$ cat config.mk
export PLATFORM = sky130hd
export DESIGN_NAME = gpc_sieve
export DESIGN_NICKNAME = d
export VERILOG_FILES = /design/src/rtl/core/goldbach_partition_counter_assert.svh /design/src/rtl/core/gpc_pkg.sv /design/src/rtl/core/gpc_sieve.sv
export SDC_FILE = /design/constraint.sdc
export NUM_CORES = 1
export LEC_CHECK = 0
export ABC_AREA = 1
export ABC_CLOCK_PERIOD_IN_PS = 3650
export BUFFER_PORTS_ARGS = -buffer_cell sky130_fd_sc_hd__buf_4
export CAP_MARGIN = 10
export CORE_MARGIN = 4
export CORE_UTILIZATION = 30
export CTS_CLUSTER_DIAMETER = 150
export DETAILED_ROUTE_END_ITERATION = 10
export GPL_TIMING_DRIVEN = 0
export PLACE_DENSITY = 0.45
export SYNTH_ARGS = -nofsm -noshare
export SYNTH_HDL_FRONTEND = slang
export SYNTH_SLANG_ARGS = --single-unit
$ cat constraint.sdc
create_clock -name clk_i -period 3.65 [get_ports clk_i]
set_clock_uncertainty 0.05 [all_clocks]
set_input_delay 0.1825 -clock clk_i [delete_from_list [all_inputs] [get_ports clk_i]]
set_output_delay 0.1825 -clock clk_i [all_outputs]
set_load 0.01 [all_outputs]
$ cat src/rtl/core/goldbach_partition_counter_assert.svh
// Assertion macros for the Goldbach partition counter.
// Each check is sampled on the rising edge of clk_i and is off while rst_ni is low.
`ifndef GOLDBACH_PARTITION_COUNTER_ASSERT_SVH
`define GOLDBACH_PARTITION_COUNTER_ASSERT_SVH

`ifndef SYNTHESIS
`define GPC_ASSERT(lbl, prop) \
  lbl: assert property (@(posedge clk_i) disable iff (!rst_ni) (prop)) \
    else $error("assertion failed");
`define GPC_ASSERT_NEVER(lbl, cond) \
  lbl: assert property (@(posedge clk_i) disable iff (!rst_ni) !(cond)) \
    else $error("forbidden condition seen");
`else
`define GPC_ASSERT(lbl, prop)
`define GPC_ASSERT_NEVER(lbl, cond)
`endif

`endif

$ cat src/rtl/core/gpc_pkg.sv
`default_nettype none

package gpc_pkg;

  // Largest number covered by the composite map.
  localparam int unsigned MaxN     = 65536;
  localparam int unsigned MapDepth = MaxN + 1;
  localparam int unsigned AddrW    = $clog2(MapDepth);

  // Fixed field widths of the query and result words.
  localparam int unsigned TargetW = 17;
  localparam int unsigned CountW  = 16;

  typedef logic [AddrW-1:0] addr_t;

  // One cycle's request to the composite map.
  typedef struct packed {
    logic  we;
    addr_t waddr;
    logic  wdata;
    addr_t raddr_a;
    addr_t raddr_b;
  } ram_req_t;

endpackage

`default_nettype wire

$ cat src/rtl/core/gpc_sieve.sv
`default_nettype none

module gpc_sieve (
  input  wire logic      clk_i,
  input  wire logic      rst_ni,
  input  wire logic      rdata_i,
  output gpc_pkg::ram_req_t req_o,
  output logic           done_o
);

  localparam int unsigned SumW = gpc_pkg::AddrW + 1;

  typedef enum logic [5:0] {
    SvClear = 6'b000001,
    SvRead  = 6'b000010,
    SvWait  = 6'b000100,
    SvMark  = 6'b001000,
    SvNext  = 6'b010000,
    SvDone  = 6'b100000
  } sv_state_e;

  sv_state_e           state_q, state_d;
  logic [SumW-1:0]     addr_q, addr_d;
  logic [SumW-1:0]     sq_q, sq_d;
  gpc_pkg::addr_t      i_q, i_d;
  logic [SumW-1:0]     add_a, add_b, add_sum;

  // The adder shared by the clearing pass, the marking walk and the square update.
  assign add_sum = add_a + add_b;

  // Sequencer: clear the map (0 and 1 written as composite), then mark multiples.
  always_comb begin
    state_d       = state_q;
    addr_d        = addr_q;
    sq_d          = sq_q;
    i_d           = i_q;
    add_a         = addr_q;
    add_b         = SumW'(1);
    req_o         = '0;
    req_o.raddr_a = i_q;
    unique case (state_q)
      SvClear: begin
        req_o.we    = 1'b1;
        req_o.waddr = addr_q[gpc_pkg::AddrW-1:0];
        req_o.wdata = (addr_q < SumW'(2));
        if (addr_q == SumW'(gpc_pkg::MaxN)) begin
          i_d     = gpc_pkg::AddrW'(2);
          sq_d    = SumW'(4);
          state_d = SvRead;
        end else begin
          addr_d = add_sum;
        end
      end
      SvRead: begin
        if (sq_q > SumW'(gpc_pkg::MaxN)) begin
          state_d = SvDone;
        end else begin
          state_d = SvWait;
        end
      end
      SvWait: begin
        if (!rdata_i) begin
          addr_d  = sq_q;
          state_d = SvMark;
        end else begin
          state_d = SvNext;
        end
      end
      SvMark: begin
        req_o.we    = 1'b1;
        req_o.waddr = addr_q[gpc_pkg::AddrW-1:0];
        req_o.wdata = 1'b1;
        add_b       = {1'b0, i_q};
        addr_d      = add_sum;
        if (add_sum > SumW'(gpc_pkg::MaxN)) begin
          state_d = SvNext;
        end
      end
      SvNext: begin
        // (i+1)^2 = i^2 + 2i + 1
        add_a   = sq_q;
        add_b   = {i_q, 1'b1};
        sq_d    = add_sum;
        i_d     = i_q + 1'b1;
        state_d = SvRead;
      end
      SvDone: begin
      end
      default: begin
        state_d = SvClear;
      end
    endcase
  end

  always_ff @(posedge clk_i or negedge rst_ni) begin
    if (!rst_ni) begin
      state_q <= SvClear;
      addr_q  <= '0;
    end else begin
      state_q <= state_d;
      addr_q  <= addr_d;
    end
  end

  always_ff @(posedge clk_i) begin
    sq_q <= sq_d;
    i_q  <= i_d;
  end

  assign done_o = (state_q == SvDone);

endmodule

`default_nettype wire

== Word-level counts from Yosys, hierarchy flattened ==
Cells that the tools add are included.

* Logic and storage cells: 41
* Bits in registers: 59
* Memories kept: 0
* Bits of input ports: 3
* Memory bits (writable): 0
* Bits in read-only memories: 0
* Latch bits: 0

* Reduce and logical (&&, ||, !) cells: 5
* Shift-type cells: 0
* Add/sub/neg operators: 2
* Bitwise gates (word level): 1
* Divide/modulo/power cells: 0
* $mul: 0
* $lt $le $gt $ge: 3
* Multiplexer cells: 15
* Equality and inequality tests: 11

{| class="wikitable"
|+ Operators by type and width
! operator !! count
|-
| 18-bit two-way mux || 4
|-
| 18-bit one-hot mux with 2 select lines || 2
|-
| 18-bit one-hot mux with 3 select lines || 1
|-
| 19-bit one-hot mux with 2 select lines || 1
|-
| 18-bit by 17-bit > comparator with 1-bit output (second input constant) || 2
|-
| 6-bit one-hot mux with 6 select lines || 1
|-
| 17-bit one-hot mux with 2 select lines || 1
|-
| 18-bit adder || 1
|-
| 18-bit by 17-bit equality test with 1-bit output (second input constant) || 1
|-
| 18-bit by 2-bit < comparator with 1-bit output (second input constant) || 1
|-
| 6-bit two-way mux || 3
|-
| 17-bit by 1-bit adder with 17-bit output (second input constant) || 1
|-
| 17-bit two-way mux || 1
|-
| 2-bit inequality test (second input constant) || 4
|-
| 6-bit by 1-bit equality test with 1-bit output (second input constant) || 1
|-
| 6-bit by 2-bit equality test with 1-bit output (second input constant) || 1
|-
| 6-bit by 3-bit equality test with 1-bit output (second input constant) || 1
|-
| 6-bit by 4-bit equality test with 1-bit output (second input constant) || 1
|-
| 6-bit by 5-bit equality test with 1-bit output (second input constant) || 1
|-
| 6-bit equality test (second input constant) || 1
|-
| 3-bit AND reduction || 2
|-
| 5-bit two-way mux || 1
|-
| 3-bit nonzero test || 1
|-
| 2-bit AND reduction || 1
|-
| other kinds (2) || 2
|}

== Logic depth before layout (Yosys ltp) ==
* Depth in word-level cells: 6
* Depth in mapped cells: 25
* Gate-level depth less buffers: 23

== Worst setup path before layout ==
OpenSTA, ideal clock, no wires.

* Path type: flip-flop to flip-flop
* Start: reg state_q[3]
* End: reg i_q[0], enable pin
* Required time: 3.161 ns
* Path buffers: 1
* Slack: 0.302 ns
* Arrival time: 2.859 ns
* Period minus slack after synthesis: 3.348 ns
* Stages on the path, launching flop included: 7
* Cell sequence: dfrtp_1 -> nor2_2 -> nand2_1 -> nor3_4 -> inv_1 -> clkbuf_1 -> a21oi_1

* Word-level cells in the longest chain between the ends: 3
* Elaborated cells between the ends (all ways): 5
* Classes of those cells: eq/ne (3); reduce/logical (2)

{| class="wikitable"
|+ RTL lines
! element !! line !! source
|-
| start: declaration || gpc_sieve.sv:22 || <nowiki>sv_state_e state_q, state_d;</nowiki>
|-
| start signal: assignment || gpc_sieve.sv:97 || <nowiki>state_q <= SvClear;</nowiki>
|-
| start signal: assignment || gpc_sieve.sv:100 || <nowiki>state_q <= state_d;</nowiki>
|-
| 6-bit by 1-bit equality test with 1-bit output or 6-bit by 5-bit equality test with 1-bit output (tied branches) || gpc_sieve.sv:41 || <nowiki>unique case (state_q)</nowiki>
|-
| 2-bit inequality test (no line) or 2-bit nonzero test (tied branches) || -- ||
|-
| 2-bit AND reduction (no line) (*) || -- ||
|-
| end signal: assignment || gpc_sieve.sv:107 || <nowiki>i_q <= i_d;</nowiki>
|-
| end: declaration || gpc_sieve.sv:25 || <nowiki>gpc_pkg::addr_t i_q, i_d;</nowiki>
|}

Every way passes the cells marked *; elsewhere a longest branch is shown, timed or not.
A chain may end at the register's enable or synchronous reset.

== Worst setup path after layout ==
* Start: reg state_q[5]
* End: reg state_q[4]

* Word-level cells in the longest chain between the ends: 6
* Elaborated cells between the ends (all ways): 15
* Classes of those cells: add/sub (1); order compare (1); eq/ne (8); mux (3); bitwise (1); reduce/logical (1)

{| class="wikitable"
|+ RTL lines
! element !! line !! source
|-
| 6-bit by 5-bit equality test with 1-bit output or 6-bit by 4-bit equality test with 1-bit output (tied branches) || gpc_sieve.sv:41 ||
|-
| 18-bit one-hot mux with 2 select lines or 18-bit two-way mux (tied branches) || gpc_sieve.sv:41 ||
|-
| 18-bit adder || gpc_sieve.sv:29 || <nowiki>assign add_sum = add_a + add_b;</nowiki>
|-
| 18-bit by 17-bit > comparator with 1-bit output || gpc_sieve.sv:75 || <nowiki>if (add_sum > SumW'(gpc_pkg::MaxN)) begin</nowiki>
|-
| 2-bit inequality test (no line) || -- ||
|-
| 3-bit AND reduction (no line) || -- ||
|}

Several ways; a longest one is shown, not always the timed one.

==> flow_summary.yaml <==
drt:
  route.detailed.drc: 0
  drt-wirelength-per-cell_um: 15.7
  vias: 4346
  wl_um: 14600
  drtPass1Iterations: 5
  final_antenna_net_count: 0
  viasPerCell: 4.67
  drt_iter0_markers: 299
timing:
  hold_violations: 0
  max_freq_mhz: 292
  period_minus_slack_ns: 3.43
  setup_viol: 0
  final_max_slew_viol_count: 0
  slew_headroom_pct: 54.6
  finalCritPeriodShare_pct: 93.9
  tightest_slew_ns: 0.681
critical_path:
  worstPathMaxFanout: 10
  worst_path_max_delay_cell: "dfrtp_1"
  critPathCaptureType: "register"
  crit_arrival_ns: 3.60
  critical_path_buf_inv_count: 2
  worstPathCellList: "nor2_2 -> nand4_1 -> buf_2 -> buf_2 -> o22ai_1 -> ha_1 -> a21oi_1 -> o21ai_0 -> a21oi_1 -> nand2_1 -> nand2_1 -> nand2_1 -> nor2_1 -> nand3_1 -> nand2_1 -> nand2_1 -> nand2_1 -> nor2_1"
  critPathKind: "register to register"
  worst_setup_path_start_kind: "register"
  cp.required_ns: 3.83
  cpPeakStageDelay_ns: 0.43
  crit_family: "simple AND/OR/NAND/NOR gates"
  crit_top_cell: "nand2_1"
placed_design:
  gp_congestion: 0.839
  dpl-instance-area_um2: 5440
  port-buffer-count: 39
  hpwl_um: 11800
final_layout:
  nets: 736
  final_util_pct: 38.0
  fillerInstances: 1664
  drive_gt1_share_pct: 24.2
  layout_commonest_cell: "nand2_1"
  antennaDiodeCount: 0
  syn_to_final_growth_pct: 22.7
  stdcell_area_um2: 5870
  final_cell_mix: "134 x nand2_1, 91 x inv_1, 68 x nor2_1"
clock_tree:
  cts.sink_count: 59
  cts.htree.levels: 3
  clockBufferDepth: 2
  path_clk_slew_ns: 0.06
  cts_tree: "yes"
  clk_latency_ns: 0.34
  cts_buffers: 9
  cts-root-buf: "clkbuf_16"
logic_synthesis:
  synth_top_area_share_pct: 22.0
  synth-warning-count: 0
  yosysTopAreaCell: "edfxtp_1"
  seq_area_frac_synth_pct: 34.6
  synthArstFlopShare_pct: 40.7
  post_synth_instance_area_um2: 4780
  syn_avg_cell_area_um2: 7.50
  synth_edf_count: 35
  yosys-top-cells-area: "edfxtp_1 22%, dfrtp_1 12%, nand2_1 11%, inv_1 7.2%, nor2_1 5.5%"
  synth-seq-cells: 59
  netlist_instances: 638
  ys_types: 53
  synth_flop_cell: "edfxtp_1"
global_routing:
  grt_pass1_wl_um: 22500
  antenna_found_initial: 0
  grt_pass1_vias: 4092
  grt_max_degree: 25
  grt-ovfl-total: 0
  grtUsageTotal_pct: 16.3
floorplanning:
  pin_count: 57
  die_x_um: 134
  die_area_um2: 18000
  core_area_um2: 15400
  start_util_pct: 31.0
  die_y_um: 134
  num_rows: 45
power:
  peakVddDrop_mv: 0.287
  p_leak_nw: 2.70
  p_per_area_nw_per_um2: 768
run_status:
  outcome: "complete, no violations"
run:
  max_cap_violations: 0
worst_hold_path:
  min_path_type: "input pin to register"
-- cells by family (layout without fill, tap and decap cells) --
group                      Yosys count  in the layout  synth area share [%]
adders and majority gates           19             19                  5.13
and+or+nand+nor                    300            300                  29.3
DFF                                 59             59                  34.6
AOI/OAI and AO/OA                  120            120                  16.7
xor gates and xnor gates             4              4                 0.733
other                                1             17                0.0784
buffers and inverters              135            200                  13.5
-- Yosys cell counts, drive strengths merged, types with 2 or more instances --
| master | count |
|---|---|
| nor2 | 79 |
| edfxtp | 35 |
| or2 | 2 |
| nand4 | 8 |
| nor3 | 17 |
| xor2 | 2 |
| o21ai | 50 |
| dfrtp | 23 |
| and3 | 2 |
| o21bai | 2 |
| ha | 18 |
| and2 | 2 |
| nand2 | 142 |
| clkinv | 2 |
| nor4 | 6 |
| nand3 | 39 |
| o22ai | 18 |
| o211ai | 10 |
| clkbuf | 9 |
| buf | 28 |
| a21oi | 38 |
| inv | 96 |
| xnor2 | 2 |
| nand3b | 2 |
-- final cells by class --
class	count	area (um2)	area share, %
multi-input cells	460	2610	44.5
flip-flops and latches	59	1650	28.2
repair buffers	51	405	6.91
inverters	98	380	6.48
clock buffers	14	274	4.67
plain buffers	35	273	4.65
well taps	211	264	4.50
clock inverters	2	10.0	0.171
-- report_power, final --
group	switching [mW]	internal (mW)
combinational	1.50	0.884
clock	0.303	0.513
sequential	0.239	1.07
total	2.04	2.46
-- registers in the layout, indices dropped and copies added, names as in the netlist --
signal   cells
sq_q        18
addr_q      18
i_q         17
state_q      6
-- what timing repair did --
action                     CTS  global route
gates cloned                 0             0
setup buffers                6             4
hold endpoints to repair    24             0
setup endpoints to repair    6             3
resized for setup           13            16
hold buffers                 1             0
pin swaps                    1             4
-- routing by layer --
layer / up-vias / routed length, um / track usage (%) / share of wire [%]
met1: 1981 / 7090 / 22.7 / 49
met2: 110 / 6630 / 25.9 / 45
li1: 2241 / - / - / -
met4: 0 / 167 / 4.92 / 1.1
met3: 14 / 686 / 2.63 / 4.7
met5: - / 0 / 0 / 0
-- metrics by stage --
step	TNS, ns	worst slack [ns]	cells	hold WS, ns	power [mW]
global route	-0.00421	-0.00350	930	0.0345	4.84
detailed placement	-1.28	-0.362	905	0.0528	3.67
CTS	0	0.0500	926	0.00103	4.52
floorplan	0	0.302	654	-0.163	2.84
finish	0	0.224	930	0.0125	4.51
global placement	-38.56	-1.07	904	0.0533	3.60
-- final timing paths --
check	from	to	slack, ns	cells after the start
setup / recovery	state_q[5]	state_q[4]	0.22	18
hold / removal	rdata_i	state_q[3]	0.01	2
setup reg to reg	state_q[5]	state_q[4]	0.22	18
hold reg to reg	addr_q[3]	addr_q[3]	0.52	2
max in group asynchronous	rst_ni	state_q[0]	3.04	2
min in group asynchronous	rst_ni	state_q[5]	0.23	2
No activity file was read; power rests on OpenSTA's default activity.
