--- config.mk ---
export PLATFORM = sky130hd
export DESIGN_NAME = gpc_count
export DESIGN_NICKNAME = d
export VERILOG_FILES = /design/src/rtl/core/goldbach_partition_counter_assert.svh /design/src/rtl/core/gpc_pkg.sv /design/src/rtl/core/gpc_count.sv
export SDC_FILE = /design/constraint.sdc
export NUM_CORES = 1
export LEC_CHECK = 0
export BUFFER_PORTS_ARGS = -buffer_cell sky130_fd_sc_hd__clkbuf_2
export CORE_ASPECT_RATIO = 1.2
export CORE_MARGIN = 5
export CORE_UTILIZATION = 29
export DETAILED_ROUTE_END_ITERATION = 12
export SKIP_CTS_REPAIR_TIMING = 1
export SLEW_MARGIN = 10
export SYNTH_ARGS = -nofsm -noshare
export SYNTH_HDL_FRONTEND = slang
export SYNTH_SLANG_ARGS = --single-unit
--- constraint.sdc ---
create_clock -name clk_i -period 7.52 [get_ports clk_i]
set_input_delay 0 -clock clk_i [delete_from_list [all_inputs] [get_ports clk_i]]
set_output_delay 0 -clock clk_i [all_outputs]
set_load 0.02 [all_outputs]
--- src/rtl/core/goldbach_partition_counter_assert.svh ---
// Assertion macros for the Goldbach partition counter.
// Each check is sampled on the rising edge of clk_i and is off while rst_ni is low.
`ifndef GOLDBACH_PARTITION_COUNTER_ASSERT_SVH
`define GOLDBACH_PARTITION_COUNTER_ASSERT_SVH

`ifndef SYNTHESIS
`define GPC_ASSERT(lbl, prop) \
  lbl: assert property (@(posedge clk_i) disable iff (!rst_ni) (prop)) \
    else $error("assertion failed");
`define GPC_ASSERT_NEVER(lbl, cond) \
  lbl: assert property (@(posedge clk_i) disable iff (!rst_ni) !(cond)) \
    else $error("forbidden condition seen");
`else
`define GPC_ASSERT(lbl, prop)
`define GPC_ASSERT_NEVER(lbl, cond)
`endif

`endif

--- src/rtl/core/gpc_pkg.sv ---
`default_nettype none

package gpc_pkg;

  // Largest number covered by the composite map.
  localparam int unsigned MaxN     = 65536;
  localparam int unsigned MapDepth = MaxN + 1;
  localparam int unsigned AddrW    = $clog2(MapDepth);

  // Fixed field widths of the query and result words.
  localparam int unsigned TargetW = 17;
  localparam int unsigned CountW  = 16;

  typedef logic [AddrW-1:0] addr_t;

  // One cycle's request to the composite map.
  typedef struct packed {
    logic  we;
    addr_t waddr;
    logic  wdata;
    addr_t raddr_a;
    addr_t raddr_b;
  } ram_req_t;

endpackage

`default_nettype wire

--- src/rtl/core/gpc_count.sv ---
`default_nettype none

module gpc_count (
  input  wire logic                         clk_i,
  input  wire logic                         rst_ni,
  input  wire logic                         map_ready_i,
  input  wire logic                         in_valid_i,
  output logic                              in_ready_o,
  input  wire logic [gpc_pkg::TargetW-1:0]  target_i,
  output logic                              out_valid_o,
  input  wire logic                         out_ready_i,
  output logic      [gpc_pkg::CountW-1:0]   partition_count_o,
  input  wire logic                         rdata_a_i,
  input  wire logic                         rdata_b_i,
  output gpc_pkg::ram_req_t                 req_o
);

  typedef enum logic [2:0] {
    CtIdle   = 3'b001,
    CtRun    = 3'b010,
    CtFinish = 3'b100
  } ct_state_e;

  ct_state_e                    state_q, state_d;
  gpc_pkg::addr_t               n_q, n_d;
  gpc_pkg::addr_t               p_q, p_d;
  gpc_pkg::addr_t               q_q, q_d;
  gpc_pkg::addr_t               step;
  logic                         pend_q, pend_d;
  logic [gpc_pkg::CountW-1:0]   count_q, count_d;
  logic                         out_valid_q, out_valid_d;
  logic [gpc_pkg::CountW-1:0]   out_count_q, out_count_d;
  logic                         accept;
  logic                         in_range;
  logic                         hit;
  logic                         out_load;

  assign in_ready_o = map_ready_i && (state_q == CtIdle);
  assign accept     = in_valid_i && in_ready_o;
  assign in_range   = (32'(target_i) <= 32'(gpc_pkg::MaxN));
  assign out_load   = (state_q == CtFinish) && (!out_valid_q || out_ready_i);

  // Both bits read last cycle are prime: one more partition.
  assign hit  = pend_q && !rdata_a_i && !rdata_b_i;
  assign step = (p_q == gpc_pkg::AddrW'(2)) ? gpc_pkg::AddrW'(1) : gpc_pkg::AddrW'(2);

  // Walk p = 2, then every odd p from 3, while 2p <= n, reading p and n - p each cycle.
  always_comb begin
    state_d       = state_q;
    n_d           = n_q;
    p_d           = p_q;
    q_d           = q_q;
    pend_d        = 1'b0;
    count_d       = count_q;
    req_o         = '0;
    req_o.raddr_a = p_q;
    req_o.raddr_b = q_q;
    if (hit && (count_q != '1)) begin
      count_d = count_q + 1'b1;
    end
    unique case (state_q)
      CtIdle: begin
        if (accept) begin
          count_d = '0;
          n_d     = gpc_pkg::AddrW'(target_i);
          p_d     = gpc_pkg::AddrW'(2);
          q_d     = gpc_pkg::AddrW'(target_i) - gpc_pkg::AddrW'(2);
          state_d = in_range ? CtRun : CtFinish;
        end
      end
      CtRun: begin
        if ({p_q, 1'b0} <= {1'b0, n_q}) begin
          pend_d = 1'b1;
          p_d    = p_q + step;
          q_d    = q_q - step;
        end else begin
          state_d = CtFinish;
        end
      end
      CtFinish: begin
        if (out_load) begin
          state_d = CtIdle;
        end
      end
      default: begin
        state_d = CtIdle;
      end
    endcase
  end

  // Output register: holds the finished word until it is taken.
  always_comb begin
    out_valid_d = out_valid_q;
    out_count_d = out_count_q;
    if (out_load) begin
      out_valid_d = 1'b1;
      out_count_d = count_q;
    end else if (out_ready_i) begin
      out_valid_d = 1'b0;
    end
  end

  always_ff @(posedge clk_i or negedge rst_ni) begin
    if (!rst_ni) begin
      state_q     <= CtIdle;
      pend_q      <= 1'b0;
      out_valid_q <= 1'b0;
    end else begin
      state_q     <= state_d;
      pend_q      <= pend_d;
      out_valid_q <= out_valid_d;
    end
  end

  always_ff @(posedge clk_i) begin
    n_q         <= n_d;
    p_q         <= p_d;
    q_q         <= q_d;
    count_q     <= count_d;
    out_count_q <= out_count_d;
  end

  assign out_valid_o       = out_valid_q;
  assign partition_count_o = out_count_q;

endmodule

`default_nettype wire

Word-level counts from Yosys, hierarchy flattened:

Cells that the tools add are included.

* input bits: 24
* register bits: 88
* logic and storage cells: 57

* equality and inequality tests: 9
* $lt $le $gt $ge: 2
* add/subtract/negate cells: 4
* reduce and logical (&&, ||, !) cells: 15
* multiplexer cells: 19

Operators by type and width (number)
* 17-bit two-way mux: 4
* 17-bit case mux with 2 select lines: 2
* 16-bit two-way mux: 3
* 18-bit by 17-bit <= comparator with 1-bit output: 1
* 17-bit by 2-bit adder with 17-bit output: 1
* 17-bit by 2-bit == test with 1-bit output (second input constant): 1
* 17-bit <= comparator (second input constant): 1
* 17-bit by 2-bit subtractor with 17-bit output: 1
* 17-bit by 2-bit subtractor with 17-bit output (second input constant): 1
* 16-bit by 1-bit adder with 16-bit output (second input constant): 1
* 16-bit != test (second input constant): 1
* 3-bit two-way mux: 4
* 3-bit case mux with 3 select lines: 1
* 2-bit != test (second input constant): 4
* 1-bit logical AND: 6
* 3-bit AND reduction: 2
* 1-bit two-way mux: 4
* 2-bit nonzero test: 2
* 3-bit by 1-bit == test with 1-bit output (second input constant): 1
* 3-bit by 2-bit == test with 1-bit output (second input constant): 1
* 3-bit == test (second input constant): 1
* 1-bit zero test: 3
* 2-bit two-way mux: 1
* 2-bit AND reduction: 1
* 1-bit logical OR: 1

Logic depth before layout (Yosys ltp):

Gate-level depths: netlist of the first run.

* depth after elaboration: 7
* gate-level depth with buffers: 12
* gate-level depth less buffers: 12

Worst setup path after synthesis of the first run:

OpenSTA, ideal clock, no wires.

* kind: register to register
* start: register p_q[15]
* end: register p_q[0], enable pin
* arrival time: 2.861 ns
* cell stages (with the launch flop): 6
* library setup time: 0.397 ns
* slack: 4.262 ns
* buffers on the path: 0
* path through: edfxtp_1 > ha_1 > nand4b_1 > or4_1 > or4_1 > nand3_1

* word-level cells in the longest chain between the ends: 3

Ends and longest elaborated chain
* start: declaration: line gpc_count.sv:26 `gpc_pkg::addr_t p_q, p_d;`
* start signal: assignment: line gpc_count.sv:117 `p_q <= p_d;`
* 18-bit by 17-bit <= comparator with 1-bit output: line gpc_count.sv:72 `if ({p_q, 1'b0} <= {1'b0, n_q}) begin`
* 2-bit != test (no line)
* 3-bit AND reduction (no line)

Every way passes these cells.
A chain may end at the register's enable or synchronous reset.

Final worst setup path of the first run:

* start: register p_q[8]
* end: register p_q[14] (data pin)

* word-level cells in the longest chain between the ends: 5

Ends and longest elaborated chain
* 17-bit by 2-bit == test with 1-bit output: line gpc_count.sv:45 `assign step = (p_q == gpc_pkg::AddrW'(2)) ? gpc_pkg::AddrW'(1) : gpc_pkg::AddrW'(2);`
* 2-bit two-way mux: line gpc_count.sv:45
* 17-bit by 2-bit adder with 17-bit output *: line gpc_count.sv:74 `p_d = p_q + step;`
* 17-bit two-way mux *: line gpc_count.sv:72
* 17-bit case mux with 2 select lines *: line gpc_count.sv:61 `unique case (state_q)`

Every way passes the cells marked *; elsewhere a longest branch is shown, timed or not. The select of a mux whose other input is x is not followed.

==> flow_metrics.env, run 1 <==
export IMPL_status="finished with violations"
export IMPL_violations="hold timing"
export IMPL_grt_pass1_vias=3633
export IMPL_cts_root_buf="clkbuf_16"
export IMPL_ir_drop_mv=0.0973
export IMPL_diodes=0
export IMPL_fp_row_count=51
export IMPL_ys_warn_count=0
export IMPL_leakage_nw=2.30
export IMPL_holdWs_ns=-0.0249
export IMPL_rsz0062_at_grt="false"
export IMPL_core_sq_um=16300
export IMPL_clock_power_share=0.364
export IMPL_firstDrtPassIters=5
export IMPL_start_util=0.297
export IMPL_syn_inst=447
export IMPL_pwr_share_comb=0.136
export IMPL_synth_seq_cells=88
export IMPL_wl_per_cell_microns=16.2
export IMPL_ys_seq_area_frac=0.509
export IMPL_cap_viol_max_count=0
export IMPL_finalCritPeriodShare=0.497
export IMPL_finalSetupViolations=0
export IMPL_timing_worst_setup_path_type="reg -> reg"
export IMPL_cts_tree="built"
export IMPL_finalHoldViolCount=1
export IMPL_synth_edf_count=67
export IMPL_cp_start_kind="register"
export IMPL_overflow=0
export IMPL_drc=0
export IMPL_portBuffers=75
export IMPL_design_die_area_sq_um=19300
export IMPL_syn2layout_area_growth_pct=20.9
export IMPL_num_io_pins=95
export IMPL_num_vias=3631
export IMPL_required_ns=7.58
export IMPL_ys_flop_type="edfxtp_1"
export IMPL_end_kind="register"
export IMPL_drt_iter0_drc=196
export IMPL_cts_buffers=9
export IMPL_fillers=1645
export IMPL_grt_max_degree=35
export IMPL_fin_tns_setup_ns=0
export IMPL_fin_crit_ns=3.74
export IMPL_fin_skew_ns=0.00687
export IMPL_r2r_slack_ns=3.78
export IMPL_syn_cell_area_sq_um=4830
export IMPL_final_nets=591
export IMPL_fin_area_sq_um=5840
export IMPL_slew_viol_final=0
export IMPL_crit_arrival_ns=3.80
export IMPL_track_usage=0.129
export IMPL_wirelength_mm=12.3
export IMPL_clkTransAtPathRegs_ns=0.06
export IMPL_power_density_cell_area_nw_per_um2=212
export IMPL_htree_levels=3
export IMPL_tightest_slew_ns=1.12
export IMPL_syn_avg_cell_area_sq_um=10.8
export IMPL_viasPerCell=4.78
export IMPL_antenna_found_initial=0
export IMPL_numClockSinks=88
export IMPL_clkLatencyLatePin_ns=0.35
export IMPL_slew_headroom=0.249
export IMPL_hp_class="in -> reg"
export IMPL_die_y_microns=151
export IMPL_die_w_microns=128
export IMPL_p_total_mw=1.24
export IMPL_place_gp_congestion=0.827
export IMPL_drive_gt1_frac=0.188
export IMPL_async_flop_share=0.0568
export IMPL_clockBufferDepth=2
export IMPL_cp_max_fo=6
export IMPL_ys_types=55
export IMPL_power_internal_mw=0.891
export IMPL_postRouteAntennaNets=0
export IMPL_netSwitchingPower_mw=0.345
export IMPL_power_frac_seq=0.500
export IMPL_p_sw_frac=0.279
export IMPL_dp_hpwl_mm=9.14
export IMPL_grt_pass1_wl_mm=19.4
export IMPL_place_area_sq_um=5370
export IMPL_fmax_mhz=267
[worst max-delay path: stages, from the launching register on]
cell	delay, ns
edfxtp_1	0.50
nor4_1	0.37
nand4_1	0.15
or4_1	0.51
inv_1	0.19
ha_1	0.21
inv_1	0.06
fa_1	0.45
nor4_1	0.60
nand4_1	0.19
xor2_1	0.16
nor2_1	0.06
[state kept, by name (all words and copies together), names as in the netlist]
signal and cells:
count_q 16, n_q 17, out_valid_o 1, p_q 17
partition_count_o 16, pend_q 1, q_q 17, state_q 3
[layer usage]
metal	wire [microns]	GRT usage	up-vias
met2	6350	0.224	101
met5	0	0	-
li1	-	-	1761
met4	197	0.0387	0
met1	4930	0.148	1757
met3	812	0.0494	12
[cell usage after synthesis, types with 5 or more instances]
cell type | n | area share
mux2i_1 | 8 | 0.017
nor3_1 | 14 | 0.015
or4_1 | 5 | 0.0078
nand3_1 | 17 | 0.018
xnor2_1 | 32 | 0.058
nand4_1 | 10 | 0.013
o21ai_0 | 9 | 0.0093
xor2_1 | 21 | 0.038
dfxtp_1 | 16 | 0.066
nor4_1 | 11 | 0.014
a21oi_1 | 20 | 0.021
edfxtp_1 | 67 | 0.42
inv_1 | 29 | 0.023
nor2_1 | 49 | 0.038
nand2_1 | 27 | 0.021
ha_1 | 22 | 0.057
buf_4 | 19 | 0.030
[layout make-up]
cell class / count / area (sq um) / share of cell area
clock buffer: 13 / 272 / 0.0465
clock inverter: 3 / 22.5 / 0.00386
inverter: 30 / 113 / 0.0193
multi-input combinational: 319 / 2140 / 0.366
sequential: 88 / 2460 / 0.421
tap: 212 / 265 / 0.0454
timing repair buffer: 95 / 568 / 0.0973
[power groups by stage]
stage          Clock (mW)  Combinational (mW)  Sequential [mW]
2_1_floorplan           0              0.0923            0.640
3_3_place_gp            0               0.159            0.627
3_5_place_dp            0               0.161            0.629
4_1_cts             0.464               0.163            0.619
5_1_grt             0.484               0.187            0.625
6_report            0.450               0.168            0.618
[worst paths after layout]
path	startpoint	end	cells after the start
setup / recovery	p_q[8]$_SDFFCE_PN0P_	p_q[14]$_SDFFCE_PN0P_	11
max in group asynchronous	rst_ni	state_q[0]$_DFFE_PN1P_	2
hold reg to reg	count_q[7]$_DFF_P_	partition_count_o[7]$_DFFE_PP_	0
setup reg to reg	p_q[8]$_SDFFCE_PN0P_	p_q[14]$_SDFFCE_PN0P_	11
min in group asynchronous	rst_ni	out_valid_o$_DFFE_PN0P_	2
hold / removal	out_ready_i	out_valid_o$_DFFE_PN0P_	3
[cells in the final DEF (no fill, tap or decap), drive strengths merged, types with 11 or more instances in the layout]
cell type     n
xor2         21
xnor2        32
dlygate4sd3  17
conb         19
ha           22
nor2         49
clkbuf       88
nand3        17
inv          31
o21ai        11
edfxtp       67
a21oi        20
nor3         16
dfxtp        16
nand2        27
nor4         13
[logic make-up (layout without fill, tap and decap cells)]
| kind of cell | after synthesis | after routing | synth area share |
|---|---|---|---|
| AO/OA/AOI/OAI | 48 | 48 | 0.0619 |
| XOR/XNOR | 53 | 53 | 0.0961 |
| adder cells (fa/ha/maj) | 24 | 24 | 0.0653 |
| buffers and inverters | 58 | 141 | 0.0619 |
| flip-flops | 88 | 88 | 0.509 |
| multiplexers | 8 | 8 | 0.0166 |
| other | 1 | 19 | 0.000776 |
| AND/OR/NAND/NOR | 167 | 167 | 0.188 |
[per-stage QoR]
stage / util / hold WS [ns] / setup WS, ns / cells
final: 0.359 / -0.0249 / 3.78 / 760
after floorplan: - / -0.296 / 4.26 / 465
after global placement: 0.330 / -0.168 / 3.99 / 727
after detailed placement: 0.330 / -0.165 / 3.83 / 727
after CTS: 0.348 / -0.548 / 3.81 / 743
after global routing: 0.359 / 0.000269 / 3.38 / 760
No activity file was read; power rests on OpenSTA's default activity.
==> run 2, diff against run 1 <==
clock period = 3.3 ns   (was 7.52 ns; I/O delays follow)
==> flow_metrics.env, run 2 (same netlist as run 1, synthesis figures left out) <==
export IMPL_syn2layout_area_growth_pct=25.2
export IMPL_slew_headroom=0.286
export IMPL_cts_tree="built"
export IMPL_path_delay_family="simple AND/OR/NAND/NOR gates"
export IMPL_rsz0062_at_grt="false"
export IMPL_htree_levels=3
export IMPL_ff_latch_area_sq_um=2460
export IMPL_wl_per_cell_microns=15.1
export IMPL_cp_start_kind="register"
export IMPL_num_vias=3682
export IMPL_crit_arrival_ns=3.11
export IMPL_power_internal_mw=1.97
export IMPL_die_y_microns=151
export IMPL_end_kind="register"
export IMPL_num_io_pins=95
export IMPL_finalSetupViolations=0
export IMPL_reg_top3="n_q x17, p_q x17, q_q x17"
export IMPL_grt_max_degree=35
export IMPL_multi_input_area_sq_um=2190
export IMPL_grt_pass1_vias=3586
export IMPL_fin_skew_ns=0.00733
export IMPL_crit_chain="inv_1, nor4_2, nand4_1, or4_1, inv_2, ha_2, fa_2, nor4b_2, buf_4, nand3_2, nor3_2, xnor2_1, mux2i_1"
export IMPL_portBuffers=75
export IMPL_fin_area_sq_um=6050
export IMPL_cts_root_buf="clkbuf_16"
export IMPL_place_area_sq_um=5540
export IMPL_dp_hpwl_mm=9.15
export IMPL_numClockSinks=88
export IMPL_cp_slowest_cell="or4_1"
export IMPL_hp_class="in -> async"
export IMPL_p_sw_frac=0.283
export IMPL_slowest_delay_ns=0.47
export IMPL_cp_depth=13
export IMPL_netSwitchingPower_mw=0.778
export IMPL_pwr_share_comb=0.142
export IMPL_drive_gt1_frac=0.238
export IMPL_timing_worst_setup_path_type="reg -> reg"
export IMPL_r2r_cells=13
export IMPL_power_frac_seq=0.513
export IMPL_grt_pass1_wl_mm=18.5
export IMPL_core_sq_um=16300
export IMPL_viasPerCell=4.70
export IMPL_place_gp_congestion=0.815
export IMPL_finalCritPeriodShare=0.920
export IMPL_cap_viol_max_count=0
export IMPL_diodes=0
export IMPL_postRouteAntennaNets=0
export IMPL_layout_cells_non_filler=783
export IMPL_power_density_cell_area_nw_per_um2=454
export IMPL_tightest_slew_ns=1.06
export IMPL_post_place_cells=749
export IMPL_final_cell_mix="clkbuf_2 (75), edfxtp_1 (67), nor2_1 (49)"
export IMPL_cts_buffers=9
export IMPL_overflow=0
export IMPL_finalHoldViolCount=0
export IMPL_clkTransAtPathRegs_ns=0.07
export IMPL_final_common_cell="clkbuf_2"
export IMPL_clockBufferDepth=2
export IMPL_drc=0
export IMPL_fmax_mhz=330
export IMPL_required_ns=3.38
export IMPL_r2r_slack_ns=0.27
export IMPL_status="finished, final reports clean"
export IMPL_critPathBufInv=3
export IMPL_cp_max_fo=4
export IMPL_final_nets=614
export IMPL_fin_crit_ns=3.03
export IMPL_antenna_found_initial=0
export IMPL_clock_power_share=0.346
export IMPL_start_util=0.297
export IMPL_clkLatencyLatePin_ns=0.34
export IMPL_fp_row_count=51
export IMPL_wirelength_mm=11.8
export IMPL_firstDrtPassIters=4
export IMPL_drt_iter0_drc=217
export IMPL_slew_viol_final=0
export IMPL_leakage_nw=2.44
export IMPL_track_usage=0.123
export IMPL_design_die_area_sq_um=19300
export IMPL_fillers=1642
export IMPL_die_w_microns=128
export IMPL_ir_drop_mv=0.230
-- run 2: metrics by stage --
step / util / hold slack (ns) / total power, mW / worst slack, ns / TNS, ns
floorplan: - / -0.296 / 1.67 / 0.0422 / 0
global placement: 0.340 / -0.172 / 1.78 / 0.0619 / 0
detailed placement: 0.340 / -0.170 / 1.79 / -0.0913 / -0.164
CTS: 0.357 / -0.545 / 2.75 / -0.122 / -0.274
global route: 0.372 / 0.00909 / 2.88 / 0.0272 / 0
finish: 0.372 / 0.0189 / 2.75 / 0.265 / 0
-- run 2: final timing paths --
kind / startpoint / to
worst min register to register: count_q[7]$_DFF_P_ / partition_count_o[7]$_DFFE_PP_
min in group clk_i: target_i[8] / n_q[8]$_DFFE_PP_
max in group asynchronous: rst_ni / state_q[0]$_DFFE_PN1P_
worst max register to register: p_q[1]$_SDFFCE_PN1P_ / q_q[16]$_DFFE_PP_
worst min-delay path: rst_ni / out_valid_o$_DFFE_PN0P_
worst max-delay path: p_q[1]$_SDFFCE_PN1P_ / q_q[16]$_DFFE_PP_
-- run 2: power groups by stage --
stage	Combinational (mW)	Sequential [mW]	Clock (mW)
floorplan	0.210	1.46	0
global placement	0.364	1.42	0
detailed placement	0.368	1.43	0
CTS	0.371	1.40	0.975
global route	0.428	1.42	1.03
finish	0.389	1.41	0.950
-- run 2: cell type report --
class                           count  area share
Clock buffer                       10      0.0379
Timing Repair Buffer              118       0.123
Sequential cell                    88       0.407
Multi-Input combinational cell    319       0.363
Clock inverter                      6     0.00724
Inverter                           30      0.0186
Tap cell                          212      0.0439
-- run 2: worst reg2reg max path: stages (launching register included) --
cell and delay [ns]:
edfxtp_1 0.36, inv_1 0.09, nor4_2 0.28, nand4_1 0.13
or4_1 0.47, inv_2 0.13, ha_2 0.20, fa_2 0.21
nor4b_2 0.19, buf_4 0.17, nand3_2 0.13, nor3_2 0.21
xnor2_1 0.13, mux2i_1 0.08
-- run 2: metal layers --
metal,track usage,share of wire
met1,0.135,0.39
met4,0.0435,0.019
met2,0.222,0.53
met5,0,0
met3,0.0374,0.062
